**config.mk**
```make
export PLATFORM = sky130hd
export DESIGN_NAME = ill_cell
export DESIGN_NICKNAME = d
export VERILOG_FILES = /design/src/rtl/core/ill_pkg.sv /design/src/rtl/core/ill_cell.sv
export SDC_FILE = /design/constraint.sdc
export NUM_CORES = 1
export LEC_CHECK = 0
export BUFFER_PORTS_ARGS = -buffer_cell sky130_fd_sc_hd__buf_2
export CORE_MARGIN = 1.5
export CORE_UTILIZATION = 32
export DETAILED_ROUTE_END_ITERATION = 10
export PLACE_DENSITY = 0.77
export SYNTH_ARGS = -nofsm -noshare
export SYNTH_HDL_FRONTEND = slang
export SYNTH_SLANG_ARGS = --single-unit
```
**constraint.sdc**
```tcl
create_clock -name clk -period 1.6 [get_ports clk]
set_input_delay 0.08 -clock clk [delete_from_list [all_inputs] [get_ports clk]]
set_output_delay 0.08 -clock clk [all_outputs]
set_load 0.03 [all_outputs]
```
**src/rtl/core/ill_pkg.sv**
```systemverilog
// shared types and constants for the indexed list core
// no dependencies; imported by the interfaces, the cell and the top level
`timescale 1ns / 1ps

package ill_pkg;

  localparam int CAPACITY_DEFAULT = 64;
  localparam int KIND_W           = 2;
  localparam int POS_W            = 7;
  localparam int VALUE_W          = 32;
  localparam int STATUS_W         = 2;
  localparam int COUNT_OUT_W      = 7;

  typedef enum logic [KIND_W-1:0] {
    REQ_READ   = 2'd0,
    REQ_INSERT = 2'd1,
    REQ_DELETE = 2'd2,
    REQ_APPEND = 2'd3
  } req_kind_t;

  typedef enum logic [STATUS_W-1:0] {
    ST_DONE  = 2'd0,
    ST_RANGE = 2'd1,
    ST_FULL  = 2'd2
  } status_t;

  typedef struct packed {
    logic ins;
    logic del;
  } cell_cmd_t;

endpackage

```
**src/rtl/core/ill_cell.sv**
```systemverilog
// one list slot: holds a value and shifts it to or from its neighbors
// depends on ill_pkg for the cell command struct
`timescale 1ns / 1ps

module ill_cell #(
  parameter int INDEX = 0,
  parameter int PW    = 8
) (
  input  logic                              clk,
  input  ill_pkg::cell_cmd_t                cmd,
  input  logic [PW-1:0]                     tgt,
  input  logic [PW-1:0]                     rd_pos,
  input  logic signed [ill_pkg::VALUE_W-1:0] item_value,
  input  logic signed [ill_pkg::VALUE_W-1:0] left_value,
  input  logic signed [ill_pkg::VALUE_W-1:0] right_value,
  output logic signed [ill_pkg::VALUE_W-1:0] value,
  output logic signed [ill_pkg::VALUE_W-1:0] rd_value
);
  import ill_pkg::*;

  localparam logic [PW-1:0] MY_IDX = PW'(INDEX);

  logic at_tgt;
  logic past_tgt;

  assign at_tgt   = (MY_IDX == tgt);
  assign past_tgt = (MY_IDX > tgt);

  always_ff @(posedge clk) begin
    if (cmd.ins && at_tgt) begin
      value <= item_value;
    end else if (cmd.ins && past_tgt) begin
      value <= left_value;
    end else if (cmd.del && (at_tgt || past_tgt)) begin
      value <= right_value;
    end
  end

  assign rd_value = (MY_IDX == rd_pos) ? value : '0;

endmodule

```
==> metrics.md <==
| Metric | Value |
|---|---|
| RSZ-0062 raised after global routing | `false` |
| Status | `finished clean` |
| Drt pass-1 iters | `4` |
| Synthesis Warnings | `0` |
| Vias | `1466` |
| Synth Cell Area | `1757 um^2` |
| Io pins | `179` |
| Worst-margin pin slew | `~0.3 ns` |
| Crit path max-delay family | `simple AND/OR/NAND/NOR gates` |
| CP Launch Type | `primary input` |
| H-tree depth | `2` |
| Area growth, synth to finish | `51.14%` |
| Global-route wire length before repair | `about 6600 um` |
| XOR/XNOR Fraction of Synth Area | `0%` |
| Largest net degree at the start of global routing | `33` |
| Final-stage net count | `376` |
| DP Worst Slack | `0.08300 ns` |
| Rows | `26` |
| Register area share after synthesis | `54.70%` |
| Commonest non-fill, non-tap cell in the layout | `buf_2` |
| Number of global-route vias before repair | `1456` |
| Peak supply drop | `0.2920 mV` |
| Count of final hold-check violations | `0` |
| Synth area leader | `edfxtp_1` |
| Starting Density | `between 30% and 40%` |
| Adder-cell share of the synthesized area | `0%` |
| CTS buffer count | `5` |
| Crit share post-route | `91.48%` |
| Simple-Gate Fraction of Synth Area | `14.60%` |
| Nature of the critical path endpoint | `output pin` |
| Die Y | `77.09 um` |
| Syn nets | `224` |
| Worst EP arrival | `1.38 ns` |
| Layout fillers | `480` |
| WP buf/inv | `3` |
| DPL Wire Length | `3389 um` |
| Largest register FFs | `32` |
| Post-route ant nets | `0` |
| CP dominant cell by count | `buf_2` |
| Leak pwr | `~1.4 nW` |
| Slew margin rel. | `79.81%` |
| Compound-cell area share of the yosys netlist | `0.5698%` |
| Setup TNS Final | `0 ns` |
| Commonest cells after routing, fill and taps aside | `buf_2 (146), and2_1 (32), edfxtp_1 (32), mux2_4 (30), clkbuf_8 (5)` |
| Worst EP required | `1.52 ns` |
| Initial DRC count | `52` |
| Non-Filler Cell Area, Final | `2655 um^2` |
| Peak Freq | `683.2 MHz` |
| Port Buf Inserts | `between 100 and 150` |
| Crit-path max FO | `20` |
| Dpl cell area | `2569 um^2` |
| CTS sink cnt | `32` |
| Sequence of cells on the critical path | `buf_2, or4_1, nor2_2, buf_6, and2_1, buf_2` |
| Grt ovf | `0` |
| Synth Register Bits | `32` |
| Most flops, register | `value` |
| Worst setup path class | `in -> out` |
| Avg WL per Cell | `12.49 um` |
| HP Class | `in -> reg` |
| Core footprint | `5205 um^2` |
| Setup violations, final | `0` |
| Total GRT Usage | `14.38%` |
| Count of pins over their slew limit | `0` |
| P per Cell Area | `633.9 nW/um^2` |
| Syn avg cell area | `16.12 um^2` |
| Synth Instances | `109` |
| Die area | `5943 um^2` |
| Max-Cap Viols | `0` |
| # diodes | `0` |
| Multiplexer share of the synthesized area | `26.92%` |
| GP Congestion | `0.7223` |
| Die width | `77.09 um` |
| Final WS setup | `between 0.1 and 0.15 ns` |
| Number of remaining DRC errors | `0` |
| Initial antenna violation count | `0` |
| Yosys top cell area share | `a little over half` |
| Synth unique cells | `11` |
| Main combinational cell family by area after synthesis | `multiplexers` |
| Final wirelength | `4148 um` |
| Slowest stage delay, CP | `0.52 ns` |
| CTS tree | `done` |
| Worst-path clk slew | `0.07 ns` |
| Root Driver | `clkbuf_8` |
| Post-layout min period | `1.464 ns` |
| Crit path max-delay cell type | `or4_1` |
| Post-DR vias/cell | `roughly 4.4` |
| Largest cells by area after synthesis | `edfxtp_1 (55%), mux2_4 (26%), and2_1 (11%), buf_6 (1.9%), nor4_2 (1.4%)` |
| CTS max path bufs | `2` |
| Share of post-route cells with drive strength above 1 | `74.05%` |
| Largest regs | `value: 32 flops` |
| Post-CTS Hold Buffers | `0` |
cells by family (layout without fill, tap and decap cells):
group | Yosys count | in the layout
simple gates | 38 | 38
mux | 32 | 32
flops | 32 | 32
buf+inv | 6 | 159
compound gates | 1 | 1
metal layers:
layer / share of wire [%] / wire, um / global-route usage (%) / vias to the layer above
met5: 0 / 0 / 0 / -
met4: 1.6 / 65 / 8.909 / 0
met3: 8.0 / 331 / 2.857 / 6
met2: 52 / 2164 / 25.75 / 90
met1: 38 / 1585 / 15.45 / 670
li1: - / - / - / 700
worst paths after layout:
kind | depth (start not counted) | slack, ns | startpoint | end
max | 6 | 0.14 | rd_pos[5] | rd_value[12]
min | 2 | 0.1 | right_value[11] | value[11]$_DFFE_PP_
cells in the mapped netlist:
| library cell | number |
|---|---|
| mux2_2 | 2 |
| and2_1 | 32 |
| o211a_1 | 1 |
| nor4_2 | 2 |
| nor2_2 | 1 |
| or4_1 | 2 |
| buf_6 | 3 |
| edfxtp_1 | 32 |
| mux2_4 | 30 |
| nand3_2 | 1 |
| buf_4 | 3 |
power breakdown:
group	switching, W	internal (W)	leakage [nW]
clock network	0.000282	0.000295	0.0453
registers	0.000000978	0.000925	0.288
logic	0.0000529	0.000128	1.07
area by class of cell:
cell class | count | area, um^2 | share of cell area (%)
multi-input cells | 71 | 739.5 | 27.85
clock inverters | 3 | 13.76 | 0.5184
flip-flops and latches | 32 | 960.9 | 36.19
well taps | 70 | 87.58 | 3.299
repair buffers | 151 | 784.5 | 29.55
clock buffers | 5 | 68.82 | 2.592
metrics by stage:
step / instances / hold slack [ns] / util, % / power, W
6_report: 332 / 0.09880 / 51.01 / 0.001683
5_1_grt: 332 / 0.08672 / 51.01 / 0.001755
4_1_cts: 332 / 0.08720 / 50.94 / 0.001712
3_5_place_dp: 324 / 0.3840 / 49.35 / 0.001127
3_3_place_gp: 324 / 0.3801 / 49.35 / 0.001122
2_1_floorplan: 109 / 0.2975 / - / 0.001017
repair_timing:
action	4_1_cts	5_1_grt
gates resized for setup	0	1
endpoints found under the setup margin	0	1
buffers inserted	0	0
Note: power is estimated with default switching activity, not from simulation.
